### src/hw/rtl/fpba_pkg.sv
// Shared constants and codes for the fit-policy block allocator.
package fpba_pkg;

    // Table geometry
    localparam int NUM_BLOCKS = 32;
    localparam int IDX_W      = $clog2(NUM_BLOCKS);
    localparam int CNT_W      = IDX_W + 1;
    localparam int SIZE_W     = 16;

    // Field and register widths
    localparam int OP_W    = 2;
    localparam int MODE_W  = 2;
    localparam int BCNT_W  = 6;
    localparam int CIDX_W  = 2;
    localparam int CDATA_W = 8;
    localparam int S_DATA_W = 24;
    localparam int M_DATA_W = 24;

    // Opcodes
    localparam logic [OP_W-1:0] OP_LOAD  = 2'd0;
    localparam logic [OP_W-1:0] OP_ALLOC = 2'd1;
    localparam logic [OP_W-1:0] OP_PASS  = 2'd2;

    // Placement policies
    localparam logic [MODE_W-1:0] MODE_FIRST = 2'd0;
    localparam logic [MODE_W-1:0] MODE_BEST  = 2'd1;
    localparam logic [MODE_W-1:0] MODE_WORST = 2'd2;

    // Configuration register indexes
    localparam logic [CIDX_W-1:0] REG_FIT_MODE    = 2'd0;
    localparam logic [CIDX_W-1:0] REG_BLOCK_COUNT = 2'd1;

endpackage

### src/hw/rtl/fpba_ram.sv
// Generic single-write, single-read RAM with registered read data.
module fpba_ram #(
    parameter int WIDTH = 16,
    parameter int DEPTH = 32
) (
    input  logic                     i_clk,
    input  logic                     i_we,
    input  logic [$clog2(DEPTH)-1:0] i_waddr,
    input  logic [WIDTH-1:0]         i_wdata,
    input  logic [$clog2(DEPTH)-1:0] i_raddr,
    output logic [WIDTH-1:0]         o_rdata
);

    logic [WIDTH-1:0] r_mem [DEPTH];
    logic [WIDTH-1:0] r_rdata;

    // Write port and registered read port
    always_ff @(posedge i_clk) begin
        if (i_we) begin
            r_mem[i_waddr] <= i_wdata;
        end
        r_rdata <= r_mem[i_raddr];
    end

    assign o_rdata = r_rdata;

endmodule

### src/hw/rtl/fit_policy_block_allocator_top.sv
// Fit-policy partition allocator: size table, used marks and scan sequencer.
// Load and new-pass transactions complete on acceptance. An allocate scans
// min(block_count, 32) partitions, then waits in the done state until its result
// can enter the output register; the input reopens as that result is loaded.
// The scan reads one partition per cycle from the size RAM through one shared
// subtract/compare unit, and a result side that holds a previous result keeps
// the allocate in the done state, so no new request is accepted meanwhile.
// Synchronous active-low reset clears used marks, fit_mode, block_count and
// control state; the size table is undefined until loaded.
module fit_policy_block_allocator_top (
    input  logic                            i_clk,
    input  logic                            i_rst_n,
    // Configuration write channel
    input  logic                            i_cfg_valid,
    output logic                            o_cfg_ready,
    input  logic [fpba_pkg::CIDX_W-1:0]     i_cfg_index,
    input  logic [fpba_pkg::CDATA_W-1:0]    i_cfg_data,
    // Request stream
    input  logic                            s_axis_tvalid,
    output logic                            s_axis_tready,
    input  logic [fpba_pkg::S_DATA_W-1:0]   s_axis_tdata,  // [4:0] block_index, [20:5] size_value
    input  logic [fpba_pkg::OP_W-1:0]       s_axis_tuser,  // [1:0] opcode
    // Result stream
    output logic                            m_axis_tvalid,
    input  logic                            m_axis_tready,
    output logic [fpba_pkg::M_DATA_W-1:0]   m_axis_tdata,  // [4:0] chosen_block, [20:5] leftover
    output logic                            m_axis_tuser   // [0] found
);

    import fpba_pkg::*;

    localparam logic [1:0] ST_IDLE = 2'd0;
    localparam logic [1:0] ST_SCAN = 2'd1;
    localparam logic [1:0] ST_DONE = 2'd2;

    logic [1:0]            r_state, n_state;
    logic [MODE_W-1:0]     r_fit_mode;
    logic [BCNT_W-1:0]     r_block_count;
    logic [NUM_BLOCKS-1:0] r_used;
    logic [SIZE_W-1:0]     r_req;
    logic [CNT_W-1:0]      r_rd_idx;
    logic                  r_iss_valid;
    logic [IDX_W-1:0]      r_cmp_idx;
    logic                  r_cmp_used;
    logic                  r_have;
    logic [IDX_W-1:0]      r_pick;
    logic [SIZE_W-1:0]     r_pick_left;
    logic                  r_out_valid;
    logic                  r_out_found;
    logic [IDX_W-1:0]      r_out_block;
    logic [SIZE_W-1:0]     r_out_left;

    logic                  in_fire;
    logic [OP_W-1:0]       in_op;
    logic [IDX_W-1:0]      in_idx;
    logic [SIZE_W-1:0]     in_size;
    logic [CNT_W-1:0]      limit;
    logic                  issue;
    logic [SIZE_W-1:0]     rd_size;
    logic [SIZE_W:0]       diff;
    logic                  fits;
    logic                  better;
    logic                  take;
    logic                  out_free;

    // Unpack the request
    assign in_op   = s_axis_tuser;
    assign in_idx  = s_axis_tdata[IDX_W-1:0];
    assign in_size = s_axis_tdata[IDX_W +: SIZE_W];

    assign s_axis_tready = (r_state == ST_IDLE);
    assign in_fire       = s_axis_tvalid && s_axis_tready;
    assign o_cfg_ready   = 1'b1;

    // Clamp the scan length to the table depth
    assign limit = (r_block_count > BCNT_W'(NUM_BLOCKS)) ? CNT_W'(NUM_BLOCKS)
                                                          : CNT_W'(r_block_count);
    assign issue = (r_state == ST_SCAN) && (r_rd_idx < limit);

    // Partition size table
    fpba_ram #(
        .WIDTH (SIZE_W),
        .DEPTH (NUM_BLOCKS)
    ) u_size_ram (
        .i_clk   (i_clk),
        .i_we    (in_fire && (in_op == OP_LOAD)),
        .i_waddr (in_idx),
        .i_wdata (in_size),
        .i_raddr (r_rd_idx[IDX_W-1:0]),
        .o_rdata (rd_size)
    );

    // Shared subtract and compare unit
    assign diff = {1'b0, rd_size} - {1'b0, r_req};
    assign fits = !r_cmp_used && !diff[SIZE_W];
    always_comb begin
        case (r_fit_mode)
            MODE_BEST:  better = diff[SIZE_W-1:0] < r_pick_left;
            MODE_WORST: better = diff[SIZE_W-1:0] > r_pick_left;
            default:    better = 1'b0;
        endcase
    end
    assign take = r_iss_valid && fits && (!r_have || better);

    assign out_free = !r_out_valid || m_axis_tready;

    // Sequencer
    always_comb begin
        n_state = r_state;
        case (r_state)
            ST_IDLE: begin
                if (in_fire && (in_op == OP_ALLOC)) begin
                    n_state = ST_SCAN;
                end
            end
            ST_SCAN: begin
                if (!issue && !r_iss_valid) begin
                    n_state = ST_DONE;
                end
            end
            ST_DONE: begin
                if (out_free) begin
                    n_state = ST_IDLE;
                end
            end
            default: n_state = ST_IDLE;
        endcase
    end

    // Control state, configuration and used marks
    always_ff @(posedge i_clk) begin
        if (!i_rst_n) begin
            r_state       <= ST_IDLE;
            r_fit_mode    <= MODE_FIRST;
            r_block_count <= '0;
            r_used        <= '0;
            r_iss_valid   <= 1'b0;
            r_have        <= 1'b0;
            r_out_valid   <= 1'b0;
        end else begin
            r_state     <= n_state;
            r_iss_valid <= issue;

            if (i_cfg_valid) begin
                if (i_cfg_index == REG_FIT_MODE) begin
                    r_fit_mode <= i_cfg_data[MODE_W-1:0];
                end else if (i_cfg_index == REG_BLOCK_COUNT) begin
                    r_block_count <= i_cfg_data[BCNT_W-1:0];
                end
            end

            // Start a scan, track the pick, mark it used on completion, clear marks on a new pass
            if (in_fire && (in_op == OP_ALLOC)) begin
                r_have <= 1'b0;
            end else if (take) begin
                r_have <= 1'b1;
            end
            if (in_fire && (in_op == OP_PASS)) begin
                r_used <= '0;
            end else if ((r_state == ST_DONE) && out_free && r_have) begin
                r_used[r_pick] <= 1'b1;
            end

            // Output register
            if ((r_state == ST_DONE) && out_free) begin
                r_out_valid <= 1'b1;
            end else if (m_axis_tready) begin
                r_out_valid <= 1'b0;
            end
        end
    end

    // Scan datapath and result payload
    always_ff @(posedge i_clk) begin
        if (in_fire && (in_op == OP_ALLOC)) begin
            r_req    <= in_size;
            r_rd_idx <= '0;
        end else if (issue) begin
            r_rd_idx <= r_rd_idx + CNT_W'(1);
        end
        r_cmp_idx  <= r_rd_idx[IDX_W-1:0];
        r_cmp_used <= r_used[r_rd_idx[IDX_W-1:0]];
        if (take) begin
            r_pick      <= r_cmp_idx;
            r_pick_left <= diff[SIZE_W-1:0];
        end
        if ((r_state == ST_DONE) && out_free) begin
            r_out_found <= r_have;
            r_out_block <= r_have ? r_pick : '0;
            r_out_left  <= r_have ? r_pick_left : '0;
        end
    end

    assign m_axis_tvalid = r_out_valid;
    assign m_axis_tuser  = r_out_found;
    assign m_axis_tdata  = {(M_DATA_W-IDX_W-SIZE_W)'(0), r_out_left, r_out_block};

endmodule

### config.mk
export PLATFORM = sky130hd
export DESIGN_NAME = fit_policy_block_allocator_top
export DESIGN_NICKNAME = d
export VERILOG_FILES = /design/src/hw/rtl/fpba_pkg.sv /design/src/hw/rtl/fpba_ram.sv /design/src/hw/rtl/fit_policy_block_allocator_top.sv
export SDC_FILE = /design/constraint.sdc
export NUM_CORES = 1
export LEC_CHECK = 0
export BUFFER_PORTS_ARGS = -buffer_cell sky130_fd_sc_hd__clkbuf_2
export CORE_MARGIN = 2
export CORE_UTILIZATION = 35
export DETAILED_ROUTE_END_ITERATION = 7
export PLACE_DENSITY_LB_ADDON = 0.3
export RECOVER_POWER = 25
export SLEW_MARGIN = 15
export SYNTH_ARGS = -nofsm -noshare
export SYNTH_HDL_FRONTEND = slang
export SYNTH_SLANG_ARGS = --single-unit
### constraint.sdc
create_clock -name i_clk -period 8.15 [get_ports i_clk]
set_input_delay 0.815 -clock i_clk [delete_from_list [all_inputs] [get_ports i_clk]]
set_output_delay 0.815 -clock i_clk [all_outputs]
set_load 0.1 [all_outputs]
==> results.cfg, run 1 <==
[synthesis]
netlist_instances = 1288
yosysWarnings = 0
ys_seq_elements = 644
synth_ff_type = edfxtp_1
synth_area_per_cell_um2 = 19.72
seq_area_frac_synth_pct = 73.28
syn_area_um2 = 25390
synth_edf_count = 571
ys_async_sr_fraction_pct = 0
synth.distinct_cells = 53

[final_layout]
drive_gt1_share_pct = 29.27
nets = 1487
n_antenna_cell = 0
fin_cells = 2409
syn2layout_area_growth_pct = 15.16
fin_util_pct = 40.84

[cts]
cts-htree-levels = 3
post_cts_buffers = 0
cts_sinks = 644
insertion_delay_ps = 600
numCtsBuffers = 66
cts_tree = done
ctsResizeCount = 0
cts-root-buf = clkbuf_16
clockBufferDepth = 3
cts_hold_buf = 0
clkTransAtPathRegs_ps = 60

[grt]
overflow = 0
antenna_found_initial = 6
grt_max_degree = 68
grt_pass1_vias = 12703
grt_usage_pct = 14.78
grt_pass1_wl_um = 81540

[sta]
finalSetupViolations = 0
setup_ws_ps = 3211
worst_pin_slew_ps = 1656
finClkSkew_ps = 20.27
fmax_ghz = 0.2025
fin_crit_sh_pct = 60.60
hold_viol_final = 0
setup-tns-final_ps = 0
rsz0062_at_grt = no
period_minus_slack_ps = 4939
slew_violations = 21
slew_headroom_pct = -10.43

[critical_path]
cp_slowest_cell = o31a_1
cp_max_fo = 21
start_kind = flop
max_stage_delay_ps = 870
worstPathRequired_ps = 8360
path_cells = ha_1 > fa_1 > nor2b_1 > o211ai_1 > a21oi_1 > a31oi_1 > o21bai_1 > xor2_1 > ha_1 > nand4_1 > or2_2 > a21oi_1 > a2111oi_0 > and4b_1 > o31a_1
crit_type = reg -> reg
reg2reg_depth = 15
worst_ep_arrival_time_ps = 5150
crit_path_end_kind = flop

[floorplan]
start_util_pct = 35.46
die_w_um = 273.4
ioPinCount = 69
row_count = 98
die_y_um = 273.4
core-area_um2 = 71610
dieArea_um2 = 74730

[place]
gp_routability_congestion = 0.7560
io_buffers = 59
pre_cts_slack_ps = 3281
dpl.hpwl_um = 31530
place_inst = 2287

[routing]
drtIter0Drc = 1026
antenna_left = 0
via_per_inst = 5.064
vias = 12198
routedWlPerCell_um = 22.49
drt-total-wl_um = 54180
dr.pass1.iters = 7
drc_errors = 0

[power]
total_power_uw = 7666
p_per_area_nw_per_um2 = 262.1
vdd_drop_max_v = 0.0001398
cellLeakagePower_uw = 0.009435

[worst_hold_path]
hold_class = reg -> reg
whs_path_depth = 0

[outcome]
outcome = finished, violations left
violations = capacitance limit, slew limit

[flow_run]
maxCapViolCount = 1
metrics by stage:
stage | hold WS, ps | cell area (um2)
floorplan | 351.9 | 25400
global placement | 386.9 | 27030
detailed placement | 389.5 | 27030
global route | 411.2 | 29240
CTS | 401.5 | 29260
finish | 404.1 | 29240
cells in the mapped netlist (all sizes together) (3+ instances only):
| library cell | instances | share of area [%] |
|---|---|---|
| a21o | 7 | 0.21 |
| a21oi | 49 | 0.97 |
| a31oi | 6 | 0.17 |
| and2 | 25 | 0.62 |
| and3 | 4 | 0.099 |
| buf | 37 | 0.88 |
| clkbuf | 18 | 0.27 |
| dfxtp | 73 | 5.8 |
| edfxtp | 571 | 68 |
| ha | 40 | 2.0 |
| inv | 42 | 0.62 |
| mux2 | 17 | 0.75 |
| mux2i | 7 | 0.28 |
| mux4 | 170 | 15 |
| nand2 | 28 | 0.41 |
| nand2b | 9 | 0.22 |
| nand3 | 5 | 0.099 |
| nand4 | 6 | 0.15 |
| nor2 | 86 | 1.3 |
| nor2b | 15 | 0.37 |
| nor3 | 3 | 0.059 |
| nor3b | 7 | 0.21 |
| o211ai | 7 | 0.21 |
| o21ai | 5 | 0.099 |
| xnor2 | 11 | 0.38 |
| xor2 | 6 | 0.21 |
path summary, 6_finish.rpt:
| kind | startpoint | end | slack (ps) |
|---|---|---|---|
| worst max register to register | r_req[0] | r_pick_left[0] | 3210 |
| worst min register to register | r_cmp_idx[4] | r_pick[4] | 400 |
| worst min-delay path | r_cmp_idx[4] | r_pick[4] | 400 |
| worst max-delay path | r_req[0] | r_pick_left[0] | 3210 |
sequential cells by signal, summed over array words and instances, names as in the netlist:
register            count
m_axis_tuser            1
m_axis_tvalid           1
r_block_count           6
r_cmp_idx               5
r_cmp_used              1
r_fit_mode              2
r_have                  1
r_iss_valid             1
r_out_block             5
r_out_left             16
r_pick                  5
r_pick_left            16
r_rd_idx                6
r_req                  16
r_state                 2
r_used                 32
u_size_ram.o_rdata     16
u_size_ram.r_mem      512
power by group:
part	internal (uW)	switching [uW]	total, uW
clock	1840	1250	3090
combinational	443	438	880
sequential	3640	55.4	3690
placed cells by master, fill, tap and decap left out, types with 28 or more instances in the layout:
cell type,instances
clkbuf_2,47
clkbuf_16,68
nor2_2,33
edfxtp_1,571
ha_1,40
mux4_2,170
inv_1,42
a21oi_1,49
nor2_1,53
buf_4,42
dfxtp_1,69
nand2_1,28
routing by layer:
layer  vias up  track usage (%)  share of wire [%]
met1      6379            20.64                 45
met3        86            2.860                5.6
met2       313            23.69                 48
met5         -                0               0.11
met4         8            4.012                1.9
li1       5412                -                  -
area by class of cell:
class / instances / area, um2
clock inverters: 41 / 435.4
fillers: 6362 / 42360
multi-input cells: 549 / 6445
well taps: 950 / 1189
flip-flops and latches: 644 / 18620
repair buffers: 102 / 599.3
inverters: 42 / 157.7
clock buffers: 81 / 1800
cell families (layout without fill, tap and decap cells):
group / after synthesis / after routing / share of synthesized area (%)
buffers and inverters: 97 / 266 / 1.769
other: 2 / 4 / 0.02957
XOR/XNOR: 17 / 17 / 0.5863
AO/OA/AOI/OAI: 94 / 94 / 2.326
AND/OR/NAND/NOR: 199 / 199 / 3.858
flip-flops: 644 / 644 / 73.28
adder cells (fa/ha/maj): 41 / 41 / 2.050
multiplexers: 194 / 194 / 16.11
critical path, delay by kind of cell (launching register included):
kind / cells / cell delay (ps)
compound gates: 7 / 2390
xor+xnor: 1 / 230
fa+ha+maj: 3 / 910
flops: 1 / 360
simple gates: 4 / 660
Note: power is estimated with default switching activity, not from simulation.
==> run 2, diff against run 1 <==
==> constraint.sdc (replaced) <==
create_clock -name i_clk -period 4.5 [get_ports i_clk]
set_input_delay 0.45 -clock i_clk [delete_from_list [all_inputs] [get_ports i_clk]]
set_output_delay 0.45 -clock i_clk [all_outputs]
set_load 0.1 [all_outputs]
==> run 2 against run 1 <==
Net effect:
- combinational power up 85%
- register-to-register slack worse by 2800 ps
- sequential share of layout area grew 0.22 points
- non-clock buffer count is 7 higher
- clock skew rose by 8.0 ps
- setup slack got worse by 2800 ps
- critical path depth increased by 2
- sequential power is 82% higher
- largest cell class unchanged
- worst hold slack got worse by 270 ps
- global-route usage grew 0.063 points
- the flow now finishes without violations
- fmax rose by 21%
==> results.cfg, run 2 (synthesis gave the netlist of run 1 again) <==
[final_layout]
layout_common_cells = edfxtp_1 (571), mux4_2 (170), dfxtp_1 (69), clkbuf_16 (68), nor2_1 (53)
layout_commonest_cell = edfxtp_1
largest_register = u_size_ram.r_mem
syn2layout_area_growth_pct = 14.76
nets = 1494
drive_gt1_share_pct = 28.73
multi_input_area_um2 = 6449
top_regs = u_size_ram.r_mem: 512 flops, r_used: 32 flops
largest_reg_flops = 512
regArea_um2 = 18620
fill_cells = 6373

[sta]
slew_headroom_pct = 2.355
period_minus_slack_ps = 4098
worst_pin_slew_ps = 1465
hold_viol_final = 0
fin_crit_sh_pct = 91.06
finClkSkew_ps = 28.24
fmax_ghz = 0.2440
slew_violations = 0
holdWs_ps = 130.6
finalSetupViolations = 0
rsz0062_at_grt = no
setup-tns-final_ps = 0

[cts]
clkTransAtPathRegs_ps = 60
cts-htree-levels = 3
cts_tree = done
cts-root-buf = clkbuf_16
cts_sinks = 644
numCtsBuffers = 66
clockBufferDepth = 3
insertion_delay_ps = 600

[floorplan]
ioPinCount = 69
die_y_um = 273.4
row_count = 98
start_util_pct = 35.46
dieArea_um2 = 74730
core-area_um2 = 71610
die_w_um = 273.4

[routing]
vias = 12307
drc_errors = 0
routedWlPerCell_um = 22.65
wl_met1_um = 24460
wl_met2_um = 26230
via_per_inst = 5.100
antenna_left = 0
dr.pass1.iters = 5
drt-total-wl_um = 54650
topRoutingLayerUsed = met5
drtIter0Drc = 1130
routed-wl-met3_um = 2877

[worst_hold_path]
hp-start = i_cfg_data[4]
whs_path_depth = 3
worstHoldEndpoint = r_block_count[4]
hold_class = in -> reg

[critical_path]
reg2reg_depth = 17
r2r-end = r_pick_left[0]
r2r-start = r_req[0]
worst_ep_arrival_time_ps = 4360
cp_max_fo = 21
worstPathRequired_ps = 4770
crit_path_end_kind = flop
crit_type = reg -> reg
ff2ff_setup_slack_ps = 400
start_kind = flop

[power]
cellLeakagePower_uw = 0.009377
p_per_area_nw_per_um2 = 463.7
vdd_drop_max_v = 0.0002681

[grt]
grt_pass1_vias = 12792
grt_usage_pct = 14.84
grt_pass1_wl_um = 81650
antenna_found_initial = 2
overflow = 0
grt_max_degree = 56

[flow_run]
maxCapViolCount = 0

[place]
dpl.hpwl_um = 32330
io_buffers = 59
gp_routability_congestion = 0.7971

[outcome]
outcome = finished clean
run 2: worst max path at each step:
stage | end | startpoint
floorplan | r_pick[0] | r_req[0]
global placement | r_pick[3] | r_req[0]
detailed placement | r_pick[2] | r_req[0]
CTS | r_pick_left[0] | r_req[0]
global route | r_pick_left[5] | r_req[0]
finish | r_pick_left[0] | r_req[0]
run 2: per-layer routing:
layer	global-route usage, %	up-vias
li1	-	5430
met3	2.833	83
met2	24.06	345
met1	20.58	6445
met4	3.883	4
met5	0	-
run 2: worst max-delay path: stages (launching register included):
cell and delay, ps:
edfxtp_1 370, ha_1 230, fa_1 400, nor2b_1 170, o211ai_1 120, a21oi_1 150, buf_4 150, a31oi_1 140
o21bai_1 190, xor2_1 230, ha_1 290, nand4_1 70, or2_2 130, a21oi_1 40, a2111oi_1 440, and4b_1 270
o31a_1 150, buf_6 230
run 2: stage by stage:
step                cells  setup WS (ps)  cell area (um2)  utilization [%]  power [uW]
floorplan            1290          414.7            25400                -        8056
global placement     2294          352.0            27100            37.84        8458
detailed placement   2294          286.8            27100            37.84        8482
CTS                  2412          254.9            29140            40.69       13670
global route         2412          40.64            29140            40.69       14040
finish               2413          402.2            29140            40.70       13510
run 2: layout make-up:
type	count	area share, %
flip-flops and latches	644	63.88
multi-input cells	549	22.13
clock buffers	98	6.466
well taps	950	4.079
repair buffers	109	2.357
inverters	42	0.5410
clock inverters	20	0.5367
diodes	1	0.008587
run 2: where the power goes:
group | switching (uW) | internal, uW
logic | 802 | 827
registers | 107 | 6590
clock network | 2220 | 2970
run 2: timing repair:
| action | in CTS | in global routing |
|---|---|---|
| gates resized for setup | 0 | 3 |
| buffers inserted | 0 | 0 |
| hold buffers | 0 | 0 |
| setup endpoints to repair | 0 | 21 |
==> run 3, diff against run 2 <==
--- a/config.mk
+++ b/config.mk
@@ -7,7 +7,7 @@
 export LEC_CHECK = 0
 export BUFFER_PORTS_ARGS = -buffer_cell sky130_fd_sc_hd__clkbuf_2
 export CORE_MARGIN = 2
-export CORE_UTILIZATION = 35
+export CORE_UTILIZATION = 50
 export DETAILED_ROUTE_END_ITERATION = 7
 export PLACE_DENSITY_LB_ADDON = 0.3
 export RECOVER_POWER = 25
==> run 3 against run 2 <==
Net effect:
- the flow now finishes with violations (capacitance limit, slew limit)
- setup slack worse by 68 ps
- global-route usage rose by 5.4 points
- sequential cell count is the same
- via count hardly changed
==> results.cfg, run 3 (synthesis gave the netlist of run 1 again) <==
[sta]
finalSetupViolations = 0
setup-tns-final_ps = 0
hold_viol_final = 0
holdWs_ps = 132.6
slew_violations = 68
setup_ws_ps = 334.7
slew_headroom_pct = -7.128
period_minus_slack_ps = 4165
fmax_ghz = 0.2401
fin_crit_sh_pct = 92.56
worst_pin_slew_ps = 1607
finClkSkew_ps = 31.66
rsz0062_at_grt = no

[critical_path]
worstPathRequired_ps = 4790
crit_buf_inv = 1
cp_max_fo = 21
crit_type = reg -> reg
path_cells = ha_1 > fa_1 > nor2b_1 > o211ai_1 > a21oi_1 > a31oi_1 > o21bai_1 > xor2_1 > ha_1 > nand4_1 > or2_2 > a21oi_1 > a2111oi_1 > and4b_1 > o31a_1 > buf_12
start_kind = flop
max_stage_delay_ps = 460
worst_ep_arrival_time_ps = 4450
crit_path_end_kind = flop
cp_slowest_cell = a2111oi_1
path_delay_family = compound AO/OA/AOI/OAI gates

[routing]
routedWlPerCell_um = 24.34
vias = 12304
drtIter0Drc = 1202
drc_errors = 0
drt-total-wl_um = 51890
antenna_left = 0
dr.pass1.iters = 7
via_per_inst = 5.771

[grt]
grt_max_degree = 63
overflow = 0
grt_usage_pct = 20.21
grt_pass1_wl_um = 77780
antenna_found_initial = 6
grt_pass1_vias = 12635

[power]
p_per_area_nw_per_um2 = 469.7
vdd_drop_max_v = 0.0003210
cellLeakagePower_uw = 0.009371

[place]
place_inst = 2012
io_buffers = 59
dpl.hpwl_um = 29860
gp_routability_congestion = 0.7474
pre_cts_slack_ps = 280.5

[final_layout]
fin_util_pct = 57.44
top_regs = u_size_ram.r_mem: 512 flops, r_used: 32 flops
n_antenna_cell = 0
layout_commonest_cell = edfxtp_1
fin_cells = 2132
nets = 1490
largest_reg_flops = 512
syn2layout_area_growth_pct = 13.48
drive_gt1_share_pct = 28.15
largest_register = u_size_ram.r_mem
layout_common_cells = edfxtp_1 (571), mux4_2 (170), dfxtp_1 (69), clkbuf_16 (66), nor2_1 (56)

[floorplan]
ioPinCount = 69
die_y_um = 229.4
start_util_pct = 50.62
core-area_um2 = 50170
dieArea_um2 = 52610
die_w_um = 229.4
row_count = 82

[cts]
cts_hold_buf = 0
numCtsBuffers = 66
cts-root-buf = clkbuf_16
cts-htree-levels = 3
clockBufferDepth = 3
post_cts_buffers = 0
insertion_delay_ps = 610
clkTransAtPathRegs_ps = 50
cts_sinks = 644
cts_tree = done

[outcome]
outcome = finished, violations left
violations = capacitance limit, slew limit

[worst_hold_path]
hold_class = in -> reg

[flow_run]
maxCapViolCount = 2
-- run 3: metrics by stage --
stage	power, uW	instance area [um2]
finish	13540	28820
detailed placement	8467	26740
global placement	8437	26740
floorplan	8056	25400
global route	14060	28820
CTS	13680	28830
-- run 3: what timing repair did --
item / in CTS / in global routing
setup endpoints to repair: 0 / 21
resized for setup: 0 / 1
hold endpoints to repair: 0 / 0
-- run 3: worst register-to-register path, stage by stage (launching register included) --
cell and delay (ps):
edfxtp_1 360, ha_1 230, fa_1 400, nor2b_1 180, o211ai_1 130, a21oi_1 330
a31oi_1 200, o21bai_1 210, xor2_1 220, ha_1 280, nand4_1 70, or2_2 130
a21oi_1 40, a2111oi_1 460, and4b_1 270, o31a_1 190, buf_12 190
-- run 3: worst paths after layout --
| path | start | cells past startpoint | slack [ps] | end |
|---|---|---|---|---|
| hold reg to reg | r_cmp_idx[4] | 0 | 400 | r_pick[4] |
| hold / removal | i_cfg_data[5] | 3 | 130 | r_block_count[5] |
| setup / recovery | r_req[0] | 16 | 330 | r_pick_left[3] |
| setup reg to reg | r_req[0] | 16 | 330 | r_pick_left[3] |
-- run 3: power by group --
| group | switching, uW | internal [uW] |
|---|---|---|
| logic | 794 | 821 |
| clock network | 2240 | 2980 |
| registers | 104 | 6590 |
| total | 3140 | 10400 |
-- run 3: layout make-up --
class | instances | area (um2)
Clock buffer | 88 | 1774
Multi-Input combinational cell | 549 | 6437
Tap cell | 672 | 840.8
Timing Repair Buffer | 105 | 676.9
Clock inverter | 32 | 312.8
Sequential cell | 644 | 18620
Inverter | 42 | 157.7
Fill cell | 3680 | 21350
-- run 3: routing by layer --
metal  routed length [um]  global-route usage [%]  part of all wire, %  vias to the layer above
li1                     -                       -                    -                     5427
met1                21850                   27.78                   42                     6427
met2                25870                   33.58                   50                      377
met3                 3362                   4.059                  6.5                       67
met4                  776                   4.870                  1.5                        6
met5                   34                       0                0.066                        -
